===== config.mk =====
export PLATFORM = sky130hd
export DESIGN_NAME = update_frame_decoder_core
export DESIGN_NICKNAME = d
export VERILOG_FILES = /design/src/rtl/core/ufd_pkg.sv /design/src/rtl/core/ufd_crc.sv /design/src/rtl/core/ufd_parse.sv /design/src/rtl/core/ufd_outbuf.sv /design/src/rtl/core/update_frame_decoder_core.sv
export SDC_FILE = /design/constraint.sdc
export NUM_CORES = 1
export LEC_CHECK = 0
export BUFFER_PORTS_ARGS = -buffer_cell sky130_fd_sc_hd__buf_4
export CAP_MARGIN = 10
export CORE_UTILIZATION = 62
export CTS_BUF_LIST = sky130_fd_sc_hd__clkbuf_4 sky130_fd_sc_hd__clkbuf_8
export DETAILED_ROUTE_END_ITERATION = 8
export PLACE_DENSITY = 0.81
export REMOVE_ABC_BUFFERS = 1
export SYNTH_ARGS = -nofsm -noshare
export SYNTH_HDL_FRONTEND = slang
export SYNTH_SLANG_ARGS = --single-unit
export TNS_END_PERCENT = 1

===== constraint.sdc =====
create_clock -name clk -period 5.2 [get_ports clk]
set_clock_uncertainty 0.05 [all_clocks]
set_input_delay 0.26 -clock clk [delete_from_list [all_inputs] [get_ports clk]]
set_output_delay 0.26 -clock clk [all_outputs]
set_load 0.02 [all_outputs]

===== src/rtl/core/ufd_pkg.sv =====
// Shared types and constants for the update frame decoder.
// Depends on nothing; imported by every module under rtl/core.
package ufd_pkg;

	// Frame layout constants
	localparam logic [7:0]  HEAD_BYTE = 8'h50;
	localparam logic [7:0]  TAIL_BYTE = 8'h43;
	localparam logic [15:0] CRC_INIT  = 16'hFFFF;
	localparam logic [15:0] CRC_POLY  = 16'hA001;
	localparam logic [15:0] OVERHEAD  = 16'd9;
	localparam int unsigned MAX_FRAME = 512;
	localparam logic [16:0] MAX_FRAME_W = 17'(MAX_FRAME);

	// Status codes
	typedef logic [2:0] status_t;
	localparam status_t ST_OK       = 3'd0;
	localparam status_t ST_BAD_HEAD = 3'd1;
	localparam status_t ST_BAD_LEN  = 3'd2;
	localparam status_t ST_BAD_CRC  = 3'd3;
	localparam status_t ST_BAD_TAIL = 3'd4;

	// Result kinds
	localparam logic KIND_PAYLOAD = 1'b0;
	localparam logic KIND_STATUS  = 1'b1;

	typedef enum logic [2:0] {
		PH_HUNT,
		PH_HEAD,
		PH_LEN,
		PH_CMD,
		PH_PAY,
		PH_CRC,
		PH_TAIL
	} phase_t;

	typedef struct packed {
		logic       kind;
		logic [7:0] payload_byte;
		logic [7:0] command;
		logic [8:0] payload_length;
		status_t    status;
		logic       last;
	} result_t;

endpackage


===== src/rtl/core/ufd_crc.sv =====
// One-byte CRC-16/MODBUS update, eight unrolled shift steps.
// Depends on ufd_pkg for the polynomial.
module ufd_crc (
	input  logic [15:0] crc_in,
	input  logic [7:0]  data,
	output logic [15:0] crc_out
);
	import ufd_pkg::*;

	always_comb begin
		logic [15:0] c;
		c = crc_in ^ {8'h00, data};
		for (int k = 0; k < 8; k++) begin
			if (c[0]) begin
				c = (c >> 1) ^ CRC_POLY;
			end else begin
				c = c >> 1;
			end
		end
		crc_out = c;
	end

endmodule


===== src/rtl/core/ufd_parse.sv =====
// Frame parser: phase machine, length and CRC tracking, result build.
// Depends on ufd_pkg and ufd_crc.
module ufd_parse (
	input  logic             clk,
	input  logic             arst_n,
	input  logic             acc,
	input  logic [7:0]       rx_byte,
	input  logic             buffer_start,
	output logic             res_valid,
	output ufd_pkg::result_t res
);
	import ufd_pkg::*;

	phase_t      phase_q, phase_d;
	logic [15:0] pos_q, pos_d;
	logic [15:0] len_q, len_d;
	logic [15:0] crc_q, crc_d;
	logic [7:0]  cmd_q, cmd_d;
	logic [7:0]  crc_hi_q, crc_hi_d;

	// State as seen by this byte (a start flag wipes it)
	phase_t      ph_e;
	logic [15:0] pos_e, len_e, crc_e;
	logic [7:0]  cmd_e, crc_hi_e;
	logic [15:0] crc_upd;
	logic [15:0] pos_inc;
	logic [15:0] len_full;
	logic [8:0]  pay_len;

	ufd_crc u_crc (
		.crc_in (crc_e),
		.data   (rx_byte),
		.crc_out(crc_upd)
	);

	always_ff @(posedge clk or negedge arst_n) begin
		if (!arst_n) begin
			phase_q  <= PH_HUNT;
			pos_q    <= '0;
			len_q    <= '0;
			crc_q    <= CRC_INIT;
			cmd_q    <= '0;
			crc_hi_q <= '0;
		end else if (acc) begin
			phase_q  <= phase_d;
			pos_q    <= pos_d;
			len_q    <= len_d;
			crc_q    <= crc_d;
			cmd_q    <= cmd_d;
			crc_hi_q <= crc_hi_d;
		end
	end

	always_comb begin
		ph_e     = buffer_start ? PH_HEAD : phase_q;
		pos_e    = buffer_start ? 16'd0 : pos_q;
		len_e    = buffer_start ? 16'd0 : len_q;
		crc_e    = buffer_start ? CRC_INIT : crc_q;
		cmd_e    = buffer_start ? 8'd0 : cmd_q;
		crc_hi_e = buffer_start ? 8'd0 : crc_hi_q;
		pos_inc  = pos_e + 16'd1;
		len_full = len_e | {8'h00, rx_byte};
		pay_len  = 9'(len_e - OVERHEAD);

		phase_d  = ph_e;
		pos_d    = pos_e;
		len_d    = len_e;
		crc_d    = crc_e;
		cmd_d    = cmd_e;
		crc_hi_d = crc_hi_e;

		res_valid          = 1'b0;
		res.kind           = KIND_STATUS;
		res.payload_byte   = 8'd0;
		res.command        = cmd_e;
		res.payload_length = pay_len;
		res.status         = ST_OK;
		res.last           = 1'b1;

		case (ph_e)
			PH_HEAD: begin
				if (rx_byte != HEAD_BYTE) begin
					res_valid          = 1'b1;
					res.status         = ST_BAD_HEAD;
					res.command        = 8'd0;
					res.payload_length = 9'd0;
					phase_d            = PH_HUNT;
				end else begin
					pos_d = pos_inc;
					if (pos_inc == 16'd2) begin
						phase_d = PH_LEN;
					end
				end
			end
			PH_LEN: begin
				pos_d = pos_inc;
				if (pos_e == 16'd2) begin
					len_d = {rx_byte, 8'h00};
				end else begin
					len_d = len_full;
					if (len_full < OVERHEAD || {1'b0, len_full} > MAX_FRAME_W) begin
						res_valid          = 1'b1;
						res.status         = ST_BAD_LEN;
						res.command        = 8'd0;
						res.payload_length = 9'd0;
						phase_d            = PH_HUNT;
					end else begin
						phase_d = PH_CMD;
					end
				end
			end
			PH_CMD: begin
				cmd_d   = rx_byte;
				pos_d   = pos_inc;
				phase_d = (len_e == OVERHEAD) ? PH_CRC : PH_PAY;
			end
			PH_PAY: begin
				crc_d            = crc_upd;
				pos_d            = pos_inc;
				if (pos_inc == len_e - 16'd4) begin
					phase_d = PH_CRC;
				end
				res_valid        = 1'b1;
				res.kind         = KIND_PAYLOAD;
				res.payload_byte = rx_byte;
				res.command      = 8'd0;
				res.payload_length = 9'd0;
				res.last         = 1'b0;
			end
			PH_CRC: begin
				pos_d = pos_inc;
				if (pos_e == len_e - 16'd4) begin
					crc_hi_d = rx_byte;
				end else if (crc_hi_e == crc_e[15:8] && rx_byte == crc_e[7:0]) begin
					phase_d = PH_TAIL;
				end else begin
					res_valid  = 1'b1;
					res.status = ST_BAD_CRC;
					phase_d    = PH_HUNT;
				end
			end
			PH_TAIL: begin
				if (rx_byte != TAIL_BYTE) begin
					res_valid  = 1'b1;
					res.status = ST_BAD_TAIL;
					phase_d    = PH_HUNT;
				end else begin
					pos_d = pos_inc;
					if (pos_inc == len_e) begin
						res_valid = 1'b1;
						phase_d   = PH_HUNT;
					end
				end
			end
			default: begin
				phase_d = PH_HUNT;
			end
		endcase
	end

endmodule


===== src/rtl/core/ufd_outbuf.sv =====
// Result register with one skid entry; parts the parser from the receiver.
// Depends on ufd_pkg for the result type.
module ufd_outbuf (
	input  logic             clk,
	input  logic             arst_n,
	input  logic             push,
	input  ufd_pkg::result_t push_data,
	output logic             full,
	output logic             out_valid,
	input  logic             out_stall,
	output ufd_pkg::result_t out_data
);
	import ufd_pkg::*;

	logic    out_valid_q, skid_valid_q;
	result_t out_q, skid_q;
	logic    pop;

	assign pop       = out_valid_q && !out_stall;
	assign full      = skid_valid_q;
	assign out_valid = out_valid_q;
	assign out_data  = out_q;

	always_ff @(posedge clk or negedge arst_n) begin
		if (!arst_n) begin
			out_valid_q  <= 1'b0;
			skid_valid_q <= 1'b0;
		end else if (skid_valid_q) begin
			if (pop) begin
				skid_valid_q <= 1'b0;
			end
		end else if (push) begin
			if (!out_valid_q || pop) begin
				out_valid_q <= 1'b1;
			end else begin
				skid_valid_q <= 1'b1;
			end
		end else if (pop) begin
			out_valid_q <= 1'b0;
		end
	end

	always_ff @(posedge clk) begin
		if (skid_valid_q) begin
			if (pop) begin
				out_q <= skid_q;
			end
		end else if (push) begin
			if (!out_valid_q || pop) begin
				out_q <= push_data;
			end else begin
				skid_q <= push_data;
			end
		end
	end

endmodule


===== src/rtl/core/update_frame_decoder_core.sv =====
// Top level of the update frame decoder: parser plus result buffer.
// Depends on ufd_pkg, ufd_parse (with ufd_crc) and ufd_outbuf.
//
// Usage
//   Input channel: one received byte per transfer (rx_byte), with
//   buffer_start high on the first byte of a buffer; that byte restarts
//   parsing and drops any unfinished frame silently.
//   Output channel: at most one result per input byte. kind 0 carries a
//   payload byte; kind 1 (last high) closes the frame with status,
//   command and payload length.
//   Each result is registered, in the result register or in the skid entry.
//   Throughput: one byte per cycle while in_stall is low; the CRC byte update
//   is an unrolled eight-step network between the parser state registers.
//   Stall: the result register is backed by one skid entry, so a byte is
//   still taken while a result waits; in_stall rises only when both are
//   occupied and falls the cycle after the receiver takes a result.
//   Reset (arst_n low): parser hunts for a start flag, output empty,
//   in_stall low. Bytes before the first start flag are dropped.
module update_frame_decoder_core (
	input  logic             clk,
	input  logic             arst_n,
	input  logic             in_valid,
	output logic             in_stall,
	input  logic [7:0]       rx_byte,
	input  logic             buffer_start,
	output logic             out_valid,
	input  logic             out_stall,
	output logic             kind,
	output logic [7:0]       payload_byte,
	output logic [7:0]       command,
	output logic [8:0]       payload_length,
	output ufd_pkg::status_t status,
	output logic             last
);
	import ufd_pkg::*;

	logic    acc;
	logic    res_valid;
	result_t res, out_res;
	logic    buf_full;

	// A byte transfers whenever the skid entry is free
	assign in_stall = buf_full;
	assign acc      = in_valid && !buf_full;

	ufd_parse u_parse (
		.clk         (clk),
		.arst_n      (arst_n),
		.acc         (acc),
		.rx_byte     (rx_byte),
		.buffer_start(buffer_start),
		.res_valid   (res_valid),
		.res         (res)
	);

	ufd_outbuf u_outbuf (
		.clk      (clk),
		.arst_n   (arst_n),
		.push     (acc && res_valid),
		.push_data(res),
		.full     (buf_full),
		.out_valid(out_valid),
		.out_stall(out_stall),
		.out_data (out_res)
	);

	assign kind           = out_res.kind;
	assign payload_byte   = out_res.payload_byte;
	assign command        = out_res.command;
	assign payload_length = out_res.payload_length;
	assign status         = out_res.status;
	assign last           = out_res.last;

	// Skid entry only fills behind an occupied result register
	a_skid_behind_out : assert property (@(posedge clk) disable iff (!arst_n)
		in_stall |-> out_valid)
		else $error("skid entry held while result register empty");

	// Frame close flag only on status results
	a_last_is_status : assert property (@(posedge clk) disable iff (!arst_n)
		out_valid && last |-> kind == KIND_STATUS)
		else $error("last set on a payload result");

	// Payload results carry no status
	a_payload_clean : assert property (@(posedge clk) disable iff (!arst_n)
		out_valid && kind == KIND_PAYLOAD |-> status == ST_OK && !last)
		else $error("payload result with status");

	// Header and length errors report no frame details
	a_early_err_zero : assert property (@(posedge clk) disable iff (!arst_n)
		out_valid && (status == ST_BAD_HEAD || status == ST_BAD_LEN)
		|-> command == 8'd0 && payload_length == 9'd0)
		else $error("frame details on header or length error");

endmodule

* Yosys cells after proc, flatten, opt, wreduce, memory -nomap -nowiden
Index checks and enable logic that the tools add are counted.
Word-level totals: register bits after elaboration 129, output and inout bits 32, logic and storage cells 134
Operators by class: add/subtract/negate cells 3, $lt $le $gt $ge 2, eq/ne operators 18, mux-type cells 63, bitwise operators 12, reductions and logical operators 16
Operator list (number):
- 16-bit two-way mux | 16
- 30-bit two-way mux | 4
- 20-bit two-way mux | 3
- 17-bit one-hot mux with 3 select lines | 1
- 16-bit == test | 3
- 16-bit one-hot mux with 3 select lines | 1
- 8-bit two-way mux | 5
- 3-bit two-way mux | 11
- 16-bit by 2-bit == test with 1-bit output, second input constant | 2
- 2-bit inverter with 3-bit output | 8
- 3-bit one-hot mux with 6 select lines | 1
- 16-bit by 1-bit adder with 16-bit output, second input constant | 1
- 16-bit by 4-bit == test with 1-bit output, second input constant | 1
- 8-bit == test | 2
- 16-bit by 10-bit > comparator with 1-bit output, second input constant | 1
- 16-bit by 4-bit less-than comparator with 1-bit output, second input constant | 1
- 1-bit two-way mux | 16
- 8-bit by 7-bit inequality test with 1-bit output, second input constant | 2
- 16-bit by 8-bit bitwise OR with 16-bit output | 1
- 16-bit by 3-bit subtractor with 16-bit output, second input constant | 1
- 16-bit by 8-bit bitwise XOR with 16-bit output | 1
- 3-bit one-hot mux with 4 select lines | 1
- 3-bit == test, second input constant | 3
- 9-bit two-way mux | 1
- 13 further kinds | 27

* Logic depth before layout (Yosys ltp)
Gate-level depths: netlist of run 1.
word-level depth 19, depth in mapped cells 18, gate-level depth less buffers 12

* Modules after synthesis
A second synthesis of run 1 with hierarchy kept.
Second synthesis, totals: cell total of the unflattened synthesis 817, area total of the unflattened synthesis 8349.3 µm²
Modules (own cells, without submodules):
- ufd_parse | times used 1, cells each 680, area an instance 5645.4 µm², sequential area each 1696.6 µm²
- ufd_outbuf | times used 1, cells each 106, area an instance 2404.8 µm², sequential area each 1851.8 µm²
- ufd_crc | times used 1, cells each 29, area an instance 284.0 µm², sequential area each 0.0 µm²
- update_frame_decoder_core | times used 1, cells each 2, area an instance 15.0 µm², sequential area each 0.0 µm²

* Least setup slack after synthesis of run 1
No wires, ideal clock.
path kind input -> register, start point in buffer_start, end point reg u_outbuf.out_q (netlist bit u_outbuf.out_data[0]) (enable), setup time 0.423 ns, data arrival time 4.772 ns, path slack -0.045 ns, stages on the path 16, path through buf_2 -> buf_1 -> clkbuf_1 -> buf_2 -> buf_1 -> nor2b_1 -> ha_1 -> clkbuf_1 -> nand3_1 -> or4_1 -> a21oi_1 -> xnor2_1 -> o2111ai_1 -> o21ai_1 -> o31ai_4 -> a21boi_1
Between the ends: word-level cells in the longest chain between the ends 10, elaborated cells on any way between the ends 32, those cells by class add/sub: 2; order compare: 2; eq/ne: 10; mux: 12; bitwise: 1; reduce/logical: 5
Ends and longest elaborated chain:
- start, declared | line update_frame_decoder_core.sv:25 | input logic buffer_start,
- parallel branches: the longest is 6 deep, another holds 16-bit by 1-bit adder with 16-bit output
- 1-bit one-hot mux with 5 select lines * | line ufd_parse.sv:80 | case (ph_e)
- 1-bit logical AND * | line update_frame_decoder_core.sv:59 | .push (acc && res_valid),
- 2-bit nonzero test (no line) *
- 3-bit AND reduction (no line) *
- end signal, assigned | line ufd_outbuf.sv:46 | out_q <= skid_q;
- end signal, assigned | line ufd_outbuf.sv:50 | out_q <= push_data;
- end, declared | line ufd_outbuf.sv:16 | result_t out_q, skid_q;
Mark *: on every way between the ends. A chain may end at the register's enable or synchronous reset.

* Worst setup path in the final report of run 1
start point reg u_parse.pos_q[1], end point reg u_outbuf.out_q (netlist bit u_outbuf.out_data[25]) (enable)
Between the ends: word-level cells in the longest chain between the ends 9, elaborated cells on any way between the ends 13, those cells by class add/sub: 1; eq/ne: 3; mux: 6; reduce/logical: 3
Ends and longest elaborated chain:
- start, declared | line ufd_parse.sv:15 | logic [15:0] pos_q, pos_d;
- start signal, assigned | line ufd_parse.sv:46 | pos_q <= pos_d;
- 16-bit two-way mux * | line ufd_parse.sv:56 | pos_e = buffer_start ? 16'd0 : pos_q;
- 16-bit by 1-bit adder with 16-bit output | line ufd_parse.sv:61 | pos_inc = pos_e + 16'd1;
- 16-bit == test | line ufd_parse.sv:149 | if (pos_inc == len_e) begin
- 1-bit two-way mux | line ufd_parse.sv:149
- 1-bit two-way mux | line ufd_parse.sv:143 | if (rx_byte != TAIL_BYTE) begin
- 1-bit one-hot mux with 5 select lines * | line ufd_parse.sv:80
- 1-bit logical AND * | line update_frame_decoder_core.sv:59
- 2-bit nonzero test (no line) *
- 3-bit AND reduction (no line) *
Mark *: on every way between the ends. The rest lies on a longest branch, timed or not.

==> results by group, run 1 <==
Route
  – DRT Pass-1 Iters: 7
  – Wire per inst: ~23 um
  – Initial DRC count: 706
  – Final WL: about 23,000 um
  – Vias: between 6,000 and 7,000
  – Number of remaining DRC errors: 0
  – ANT nets after route: 0
  – Vias/cell: 6.77

Placement
  – Post-Place Cells: between 900 and 1,000
  – PortBufs: 44
  – Final GP Congestion: ~1.0
  – Post-Place Setup Slack: 1.06 ns
  – Dpl hpwl: around 16,000 um

Timing
  – Setup TNS: 0 ns
  – Max-Slew Margin vs Limit: between 30% and 40%
  – Final setup viols: 0
  – Worst Max-Slew Pin Slew: a little over 0.9 ns
  – Hold Fails Final Rpt: 0
  – Unrepaired setup endpoints after global routing: false
  – Fmax achieved: roughly 240 MHz
  – Min Tclk post-route: around 4.1 ns
  – Final cycle utilization of the critical path: between 70% and 80%
  – Worst setup slack after layout: about 1.1 ns
  – Hold WS: 0.0240 ns
  – Slew Viols, Final: 0

Die
  – Cell row count: 41
  – Die width: 117 um
  – Die Y: 117 um
  – Initial core utilization: approximately 64%
  – IO Pins: between 40 and 50
  – Die area: roughly 14,000 um2
  – Core ar.: 12,700 um2

GRT
  – Global Route Usage Sum: a little over a third
  – Largest net degree at the start of global routing: 70
  – Initial antenna violation count: 0
  – First-pass GRT wire length: between 30,000 and 40,000 um
  – Vias in the first global route: around 6,500
  – Grt ovf: 0

Finish
  – Layout cells sized above 1: between 10% and 20%
  – Post-route insts no fill: 1,012
  – Inserted Diodes: 0
  – Nets: 851
  – P&R area growth vs syn: 8.87%
  – Core Util, Final: a little over two thirds

Logic synthesis
  – Synth warn: 0
  – Syn Std Cell Area: between 8000 and 9000 um2
  – Top post-synthesis cells by area: edfxtp_1 21%, dfrtp_1 16%, dfstp_2 5.2%, xnor2_1 4.6%, mux2_2 3.5%
  – Yosys reg bits: about 130
  – Area leader, netlist: edfxtp_1
  – Seq/Total Area, Yosys: about 43%
  – Synth Flop Type: edfxtp_1
  – Post-synthesis cell count: around 830
  – Yosys top cell area share: a little over a fifth
  – Post-synth EDFFs: 58
  – Yosys cell types: between 90 and 100
  – Ys async rst share: a little over half
  – Synthesized area per cell: slightly below 10 um2

Setup path
  – CP required: 5.29 ns
  – Launch point of the worst reg-to-reg path: u_parse.pos_q[1]$_DFFE_PN0P_
  – R2R cell count: 11
  – Reg-to-reg endpoint: u_outbuf.out_data[25]$_DFFE_PP_
  – Startpoint Class: flip-flop
  – R2r setup slk: 1.11 ns
  – Worst Setup Path Type: reg -> reg
  – Critical path capture point type: flip-flop
  – CP Max Fanout: 27
  – CP arrival: 4.18 ns

Min path
  – Min-delay worst type: in -> reg
  – Min-delay src: out_stall
  – Hold Path End: u_outbuf.out_valid$_DFFE_PN0P_
  – Min-Delay Path Depth: 3

Pwr
  – Worst ir drop on vdd: about 250 uV
  – Power Density: approximately 300 nW/um2
  – LEAKAGE: between 3 and 4 nW

Clocking
  – CTS H-tree depth: 4
  – Root Driver: clkbuf_8
  – Resize count post-CTS: 0
  – Cts bufs inserted: 17
  – Worst skew pair latency: 0.47 ns
  – CTS tree: done
  – Max clock buf depth: 2
  – CTS clk-pin slew, worst paths: about 0.08 ns
  – Clk sink count: 127

Run
  – Maxcap violations: 0

Run status
  – Status: completed
==> state kept, by name, indices dropped and copies added (netlist names) <==
name,count
u_outbuf.out_valid,1
u_parse.crc_hi_q,8
u_parse.cmd_q,8
u_outbuf.skid_q,29
u_parse.phase_q,3
u_parse.crc_q,16
u_outbuf.full,1
u_parse.pos_q,16
u_outbuf.out_data,29
u_parse.len_q,16
==> how the worst max path moves through the flow <==
stage	start	endpoint	slack (ns)	cells past startpoint
floorplan	buffer_start	u_outbuf.out_data[0]$_DFFE_PP_	0.52	12
global placement	buffer_start	u_outbuf.out_data[26]$_DFFE_PP_	1.15	14
detailed placement	buffer_start	u_outbuf.out_data[25]$_DFFE_PP_	1.06	14
CTS	u_parse.pos_q[1]$_DFFE_PN0P_	u_outbuf.out_data[25]$_DFFE_PP_	1.17	11
global route	u_parse.pos_q[1]$_DFFE_PN0P_	u_outbuf.out_data[25]$_DFFE_PP_	0.87	11
finish	u_parse.pos_q[1]$_DFFE_PN0P_	u_outbuf.out_data[25]$_DFFE_PP_	1.11	11
==> cell usage after synthesis, types with 4 or more instances <==
master and instances:
nand4_1 12, a22o_1 27, a21o_1 5, nor3_1 18, o22ai_1 16, a31oi_1 5
or3_1 13, o211ai_1 8, a21oi_1 33, mux2_2 25, inv_1 17, clkbuf_1 43
nor4_1 15, o21ai_1 5, nor2b_1 9, a22oi_1 5, xor2_1 25, o31ai_1 12
dfrtp_1 53, or4_1 6, ha_1 11, buf_1 12, a2111oi_0 4, nand3_1 13
o21ai_0 35, a211oi_1 4, and2_1 17, buf_6 4, nand2b_1 5, and3_1 7
xnor2_1 43, dfstp_2 16, mux2i_1 6, edfxtp_1 58, buf_2 14, nor2_1 70
nand2_1 55, a32o_1 8, nand3b_1 6
==> cell families after synthesis <==
group	count (synthesis)	share of synthesized area (%)
adders and majority gates	11	1.69
muxes	31	4.19
DFF	127	42.8
xor gates and xnor gates	72	8.33
AOI/OAI and AO/OA	220	19.9
buffers and inverters	92	4.91
and+or+nand+nor	273	18.2
==> per-layer routing <==
layer	wire length [um]	GRT usage [%]	vias to the layer above
met1	9790	49.0	3338
li1	-	-	3079
met3	2080	9.55	61
met4	709	15.1	0
met2	10300	53.3	378
met5	0	0	-
==> power by group <==
group          leakage [nW]  switching, W  total (W)  internal (W)
sequential             1.47     0.0000574    0.00119       0.00113
combinational          1.80      0.000297   0.000521      0.000224
clock                 0.205      0.000442   0.000889      0.000447
total                  3.47      0.000796    0.00260       0.00180
==> what timing repair did <==
| action | 4_1_cts | 5_1_grt |
|---|---|---|
| endpoints found under the hold margin | 53 | 0 |
| hold buffers | 1 | 0 |
| setup buffers | 0 | 0 |
==> worst max-delay path, stage by stage (launching register included) <==
cell and delay [ns]:
dfrtp_1 0.45, nor2b_1 0.26, ha_1 0.36, nand3_1 0.32, or4_1 0.58, a21oi_1 0.34, xnor2_1 0.17, o2111ai_1 0.20
o21ai_1 0.31, o31ai_4 0.11, a21boi_2 0.22, buf_4 0.36
==> area by class of cell <==
class,count,area (um2)
Multi-Input combinational cell,607,4270
Clock buffer,18,248
Timing Repair Buffer,57,434
Tap cell,172,215
Sequential cell,127,3490
Clock inverter,14,154
Fill cell,954,3850
Inverter,17,63.8
==> cells in the final DEF, fill, tap and decap left out, drive strengths merged, types with 9 or more instances in the layout <==
| master | Yosys | routed |
|---|---|---|
| a21oi | 35 | 35 |
| nor4 | 18 | 18 |
| nand4 | 13 | 13 |
| nand2 | 55 | 55 |
| nor3 | 19 | 19 |
| nor2b | 9 | 9 |
| dfstp | 16 | 16 |
| nand3 | 13 | 13 |
| dfrtp | 53 | 53 |
| clkbuf | 43 | 18 |
| o21ai | 41 | 41 |
| nor2 | 72 | 72 |
| xnor2 | 44 | 44 |
| a22o | 27 | 27 |
| ha | 11 | 11 |
| or3 | 14 | 14 |
| o22ai | 16 | 16 |
| and2 | 17 | 17 |
| inv | 17 | 24 |
| edfxtp | 58 | 58 |
| buf | 32 | 56 |
| o31ai | 14 | 14 |
| mux2 | 25 | 25 |
| xor2 | 25 | 25 |
==> through the flow <==
stage / area, um2 / total power, W
4_1_cts: 8860 / 0.00260
3_3_place_gp: 8450 / 0.00170
6_report: 8870 / 0.00260
2_1_floorplan: 7820 / 0.00155
5_1_grt: 8870 / 0.00270
3_5_place_dp: 8450 / 0.00171
Power figures use the tool's default switching activity.
==> inputs of run 2 (changes only) <==
Settings changed: CORE_UTILIZATION 62 to 58, PLACE_DENSITY 0.81 to 0.79.
Clock period 5.2 ns to 3.65 ns, I/O delays scaled along.
==> results by group, run 2 (synthesis results as in run 1) <==
Pwr
  – Cell Int Power: 0.00266 W
  – Sequential share of power: a little over two fifths
  – LEAKAGE: roughly 3.7 nW
  – Comb power frac: around a fifth
  – Power Density: just over 400 nW/um2
  – Sw frac: 31.1%
  – Worst ir drop on vdd: 386 uV
  – Clock share of power: 35.4%
  – Switching component of the power: between 0.001 and 0.0015 W

Placement
  – Post-Place Setup Slack: 0.172 ns
  – Post-DP Area: a little under 9000 um2
  – Final GP Congestion: between 0.9 and 1
  – Post-Place Cells: approximately 1,000
  – Dpl hpwl: between 15,000 and 20,000 um
  – PortBufs: between 40 and 50

Timing
  – Worst Max-Slew Pin Slew: slightly above 0.9 ns
  – Fmax achieved: between 200 and 300 MHz
  – Hold Fails Final Rpt: 0
  – Final cycle utilization of the critical path: between 90 and 100%
  – Min Tclk post-route: roughly 3.4 ns
  – Final setup viols: 0
  – Slew Viols, Final: 0
  – Worst setup slack after layout: about 0.20 ns
  – Unrepaired setup endpoints after global routing: false
  – Max-Slew Margin vs Limit: approximately two fifths
  – Hold WS: about 0.032 ns

Finish
  – Inserted Diodes: 0
  – P&R area growth vs syn: 14.5%
  – Commonest non-fill, non-tap cell in the layout: buf_4
  – Layout cells sized above 1: roughly a quarter
  – Most frequent cells in the layout: 101 x buf_4, 69 x nor2_1, 58 x edfxtp_1
  – Post-route insts no fill: approximately 1,100
  – Fillers: roughly 1,000
  – Core Util, Final: a little over two thirds
  – Nets: approximately 900
  – Final Cell Area: a little over 9000 um2

GRT
  – Largest net degree at the start of global routing: 70
  – Global Route Usage Sum: a little over a third
  – Initial antenna violation count: 0
  – Vias in the first global route: slightly below 7,000
  – First-pass GRT wire length: ~38,000 um
  – Grt ovf: 0

Die
  – Core ar.: 13,500 um2
  – Initial core utilization: between 60 and 70%
  – Cell row count: 42
  – IO Pins: 45
  – Die width: about 120 um
  – Die area: ~15,000 um2
  – Die Y: roughly 120 um

Route
  – Wire per inst: ~23 um
  – Vias/cell: around 6.7
  – Vias: about 7,200
  – DRT Pass-1 Iters: 6
  – Number of remaining DRC errors: 0
  – Final WL: ~25,000 um
  – ANT nets after route: 0
  – Initial DRC count: between 800 and 900

Clocking
  – CTS tree: done
  – Worst skew pair latency: around 0.47 ns
  – Root Driver: clkbuf_8
  – CTS clk-pin slew, worst paths: around 0.080 ns
  – Clk sink count: about 130
  – Max clock buf depth: 2
  – CTS H-tree depth: 4
  – Cts bufs inserted: 17

Setup path
  – CP Max Fanout: 29
  – CP required: approximately 3.8 ns
  – R2r setup slk: between 0.2 and 0.25 ns
  – Startpoint Class: flip-flop
  – CP arrival: ~3.6 ns
  – Worst Setup Path Type: reg -> reg
  – Critical path capture point type: flip-flop

Run status
  – Status: completed

Run
  – Maxcap violations: 0

Min path
  – Min-delay worst type: in -> reg
## run 2: changes by cell type in the layout (fill, tap and decap cells not counted), moves of 2 or more
| cell | change |
|---|---|
| dlygate4sd3_1 | +4 |
| inv_8 | +2 |
| clkinvlp_4 | +2 |
| dfrtp_1 | -3 |
| buf_4 | +46 |
| inv_6 | -2 |
| clkinv_2 | -2 |
| dfrtp_2 | +3 |
## run 2: metrics by stage
step / TNS (ns) / power (W)
after floorplan: -50.97 / 0.00221
after global placement: 0 / 0.00246
after detailed placement: 0 / 0.00249
after CTS: 0 / 0.00385
after global routing: 0 / 0.00400
final: 0 / 0.00386
## run 2: power groups by stage
| stage | logic (W) | registers [W] | clock network (W) |
|---|---|---|---|
| 2_1_floorplan | 0.000470 | 0.00174 | 0 |
| 3_3_place_gp | 0.000754 | 0.00171 | 0 |
| 3_5_place_dp | 0.000776 | 0.00171 | 0 |
| 4_1_cts | 0.000788 | 0.00168 | 0.00138 |
| 5_1_grt | 0.000868 | 0.00170 | 0.00144 |
| 6_report | 0.000807 | 0.00169 | 0.00137 |
## run 2: layout make-up
type                    instances  area [um2]  area share [%]
inverters                      17        63.8           0.684
multi-input cells             607        4290            45.9
repair buffers                108         840            8.99
flip-flops and latches        127        3490            37.4
well taps                     176         220            2.36
clock inverters                15         199            2.13
clock buffers                  17         234            2.51
## run 2: worst paths after layout
check	cells past startpoint	end	from
min in group asynchronous	2	u_parse.pos_q[9]$_DFFE_PN0P_	arst_n
worst max register to register	11	u_outbuf.out_data[12]$_DFFE_PP_	u_parse.pos_q[1]$_DFFE_PN0P_
max in group asynchronous	2	u_parse.len_q[2]$_DFFE_PN0P_	arst_n
worst min register to register	1	u_parse.cmd_q[7]$_DFFE_PN0P_	u_parse.cmd_q[7]$_DFFE_PN0P_
worst min-delay path	2	u_parse.cmd_q[7]$_DFFE_PN0P_	rx_byte[7]
worst max-delay path	11	u_outbuf.out_data[12]$_DFFE_PP_	u_parse.pos_q[1]$_DFFE_PN0P_
## run 2: worst max-delay path: stages (launching register included)
cell	delay, ns
dfrtp_1	0.43
nor2b_1	0.27
ha_1	0.30
xnor2_1	0.17
a2111oi_0	0.47
o211ai_1	0.16
a211oi_1	0.32
nand4_1	0.17
o21ai_2	0.24
o31ai_4	0.12
a21boi_2	0.22
buf_12	0.23
## run 2: layer usage
metal  wire, um  track usage, %  vias to the layer above  share of wire [%]
met5          0               0                        -                  0
met4        543            12.1                        0                2.2
met3       2450            7.64                       43                9.9
met2      11200            53.5                      454                 45
met1      10500            51.0                     3510                 42
li1           -               -                     3168                  -
## run 2: what timing repair did
action | CTS | global route
buffers inserted | 0 | 1
gates resized for setup | 0 | 7
hold endpoints to repair | 58 | 0
hold buffers | 5 | 0
endpoints found under the setup margin | 0 | 58
==> inputs of run 3 (changes only) <==
Settings changed: CORE_UTILIZATION 58 to 56, CTS_BUF_LIST sky130_fd_sc_hd__clkbuf_4 sky130_fd_sc_hd__clkbuf_8 to sky130_fd_sc_hd__clkbuf_16, PLACE_DENSITY 0.79 to 0.77.
==> results by group, run 3 (synthesis results as in run 1) <==
Run status
  – Status: completed

Timing
  – Fmax achieved: 279 MHz
  – Hold Fails Final Rpt: 0
  – Final cycle utilization of the critical path: between 90 and 100%
  – Slew Viols, Final: 0
  – Min Tclk post-route: about 3.6 ns
  – Setup TNS: 0 ns
  – Unrepaired setup endpoints after global routing: false
  – Final setup viols: 0
  – Worst Max-Slew Pin Slew: between 0.9 and 1 ns
  – Max-Slew Margin vs Limit: around a third

Clocking
  – Max clock buf depth: 2
  – Root Driver: clkbuf_16
  – CTS H-tree depth: 4
  – Worst skew pair latency: roughly 0.43 ns
  – Post-CTS Repair Setup Buffers: 0
  – Cts bufs inserted: 17
  – CTS clk-pin slew, worst paths: around 0.060 ns
  – CTS tree: done
  – Clk sink count: around 130

Pwr
  – Cell Int Power: 0.00303 W
  – Power Density: around 450 nW/um2
  – Sequential share of power: about two fifths
  – Worst ir drop on vdd: a little under 300 uV
  – LEAKAGE: between 3 and 4 nW
  – Switching component of the power: between 0.001 and 0.0015 W
  – Power, Total: 0.00424 W
  – Clock share of power: between 40% and 50%
  – Comb power frac: 18.5%
  – Sw frac: 28.5%

Placement
  – Dpl hpwl: 17,800 um
  – Post-Place Cells: approximately 1,000
  – Final GP Congestion: between 0.9 and 1
  – Post-DP Area: 8840 um2
  – PortBufs: 44

Route
  – ANT nets after route: 0
  – Vias: just over 7,000
  – Wire per inst: approximately 23 um
  – Met2 routed WL: between 10,000 and 15,000 um
  – Met3 WL post-DR: approximately 2600 um
  – Number of remaining DRC errors: 0
  – Vias/cell: 6.68
  – Max Used Layer: met4
  – DRT Pass-1 Iters: 6
  – Met1 Routed Length: around 11,000 um
  – Final WL: between 20,000 and 25,000 um
  – Initial DRC count: about 990

Finish
  – Commonest non-fill, non-tap cell in the layout: buf_4
  – Most frequent cells in the layout: 106 x buf_4, 69 x nor2_1, 58 x edfxtp_1
  – Nets: 902
  – Register Area: around 3500 um2
  – Multi-input logic area: around 4300 um2
  – Final Cell Area: about 9500 um2
  – Layout cells sized above 1: between 20 and 25%
  – Fillers: 1,078
  – Inserted Diodes: 0
  – Post-route insts no fill: roughly 1,100
  – P&R area growth vs syn: 16.5%

Die
  – Cell row count: 43
  – IO Pins: 45
  – Die Y: around 120 um
  – Core ar.: 14,000 um2
  – Initial core utilization: between 50% and 60%
  – Die area: between 15,000 and 20,000 um2
  – Die width: 123 um

Setup path
  – Crit-path slowest cell: a2111oi_1
  – Startpoint Class: flip-flop
  – CP Buf/Inv Count: 3
  – CP most frequent cell: buf_4
  – R2r setup slk: between 0.06 and 0.07 ns
  – CP required: about 3.7 ns
  – Critical path capture point type: flip-flop
  – Crit-path max cell delay: approximately 0.61 ns
  – CP arrival: approximately 3.7 ns
  – Launch point of the worst reg-to-reg path: u_parse.len_q[10]$_DFFE_PN0P_
  – Crit-path cells: buf_4 -> or3_1 -> a2111oi_1 -> buf_4 -> or3_1 -> nor4_1 -> nand4_2 -> nor3b_4 -> o31ai_4 -> a21boi_2 -> buf_4
  – R2R cell count: 11
  – Worst Setup Path Type: reg -> reg
  – Reg-to-reg endpoint: u_outbuf.out_data[9]$_DFFE_PP_
  – Crit path max-delay family: simple AND/OR/NAND/NOR gates
  – CP Max Fanout: 11

Min path
  – Min-Delay Path Depth: 2
  – Min-delay worst type: in -> reg
  – Min-delay src: rx_byte[3]
  – Hold Path End: u_parse.len_q[11]$_DFFE_PN0P_

GRT
  – First-pass GRT wire length: between 30,000 and 40,000 um
  – Initial antenna violation count: 0
  – Grt ovf: 0
  – Global Route Usage Sum: 34.6%
  – Vias in the first global route: about 6,700
  – Largest net degree at the start of global routing: 70

Run
  – Maxcap violations: 0
run 3: changes by cell type in the layout (fill, tap and decap cells not counted), moves of 2 or more:
| cell | before | now |
|---|---|---|
| clkbuf_16 | 0 | 17 |
| clkbuf_8 | 17 | 0 |
| buf_4 | 101 | 106 |
| dlygate4sd3_1 | 5 | 2 |
| clkinv_2 | 0 | 2 |
| dfrtp_1 | 50 | 52 |
| dfrtp_2 | 3 | 1 |
| inv_8 | 3 | 1 |
run 3: cell type report:
| type | instances | share of cell area (%) |
|---|---|---|
| repair buffers | 108 | 8.59 |
| clock inverters | 15 | 1.94 |
| well taps | 180 | 2.37 |
| inverters | 17 | 0.672 |
| multi-input cells | 607 | 45.2 |
| flip-flops and latches | 127 | 36.8 |
| clock buffers | 17 | 4.48 |
run 3: how the worst max path moves through the flow:
stage | from | endpoint | slack, ns | cells past startpoint
2_1_floorplan | buffer_start | u_outbuf.out_data[0]$_DFFE_PP_ | -0.95 | 12
3_3_place_gp | u_parse.pos_q[1]$_DFFE_PN0P_ | u_outbuf.out_data[12]$_DFFE_PP_ | -0.02 | 12
6_report | u_parse.len_q[10]$_DFFE_PN0P_ | u_outbuf.out_data[9]$_DFFE_PP_ | 0.06 | 11
5_1_grt | u_parse.pos_q[2]$_DFFE_PN0P_ | u_outbuf.out_data[9]$_DFFE_PP_ | 0.01 | 9
3_5_place_dp | u_parse.pos_q[1]$_DFFE_PN0P_ | u_outbuf.out_data[11]$_DFFE_PP_ | 0.002 | 12
4_1_cts | u_parse.pos_q[1]$_DFFE_PN0P_ | u_outbuf.out_data[7]$_DFFE_PP_ | 0.06 | 11
run 3: what timing repair did:
| action | 4_1_cts | 5_1_grt |
|---|---|---|
| gates cloned | 0 | 0 |
| pin swaps | 0 | 1 |
| hold endpoints to repair | 54 | 0 |
| hold buffers | 2 | 0 |
| resized for setup | 1 | 7 |
| endpoints found under the setup margin | 29 | 58 |
run 3: layer usage:
layer,vias up,GRT usage [%]
met5,-,0
met4,0,13.6
met3,48,9.01
met2,435,49.3
met1,3483,49.9
li1,3185,-
run 3: power groups by stage:
stage          Sequential [W]  Clock, W  Combinational [W]
5_1_grt               0.00170   0.00184           0.000841
6_report              0.00169   0.00176           0.000784
3_5_place_dp          0.00171         0           0.000762
2_1_floorplan         0.00174         0           0.000470
4_1_cts               0.00169   0.00177           0.000770
3_3_place_gp          0.00171         0           0.000737
run 3: stage by stage:
stage / hold slack (ns) / utilization, % / worst slack (ns)
detailed placement: 0.305 / 63.0 / 0.00226
global placement: 0.299 / 63.0 / -0.0223
finish: 0.0455 / 67.6 / 0.0615
CTS: 0.0327 / 67.5 / 0.0561
global route: 0.0367 / 67.6 / 0.00985
floorplan: -0.163 / - / -0.954
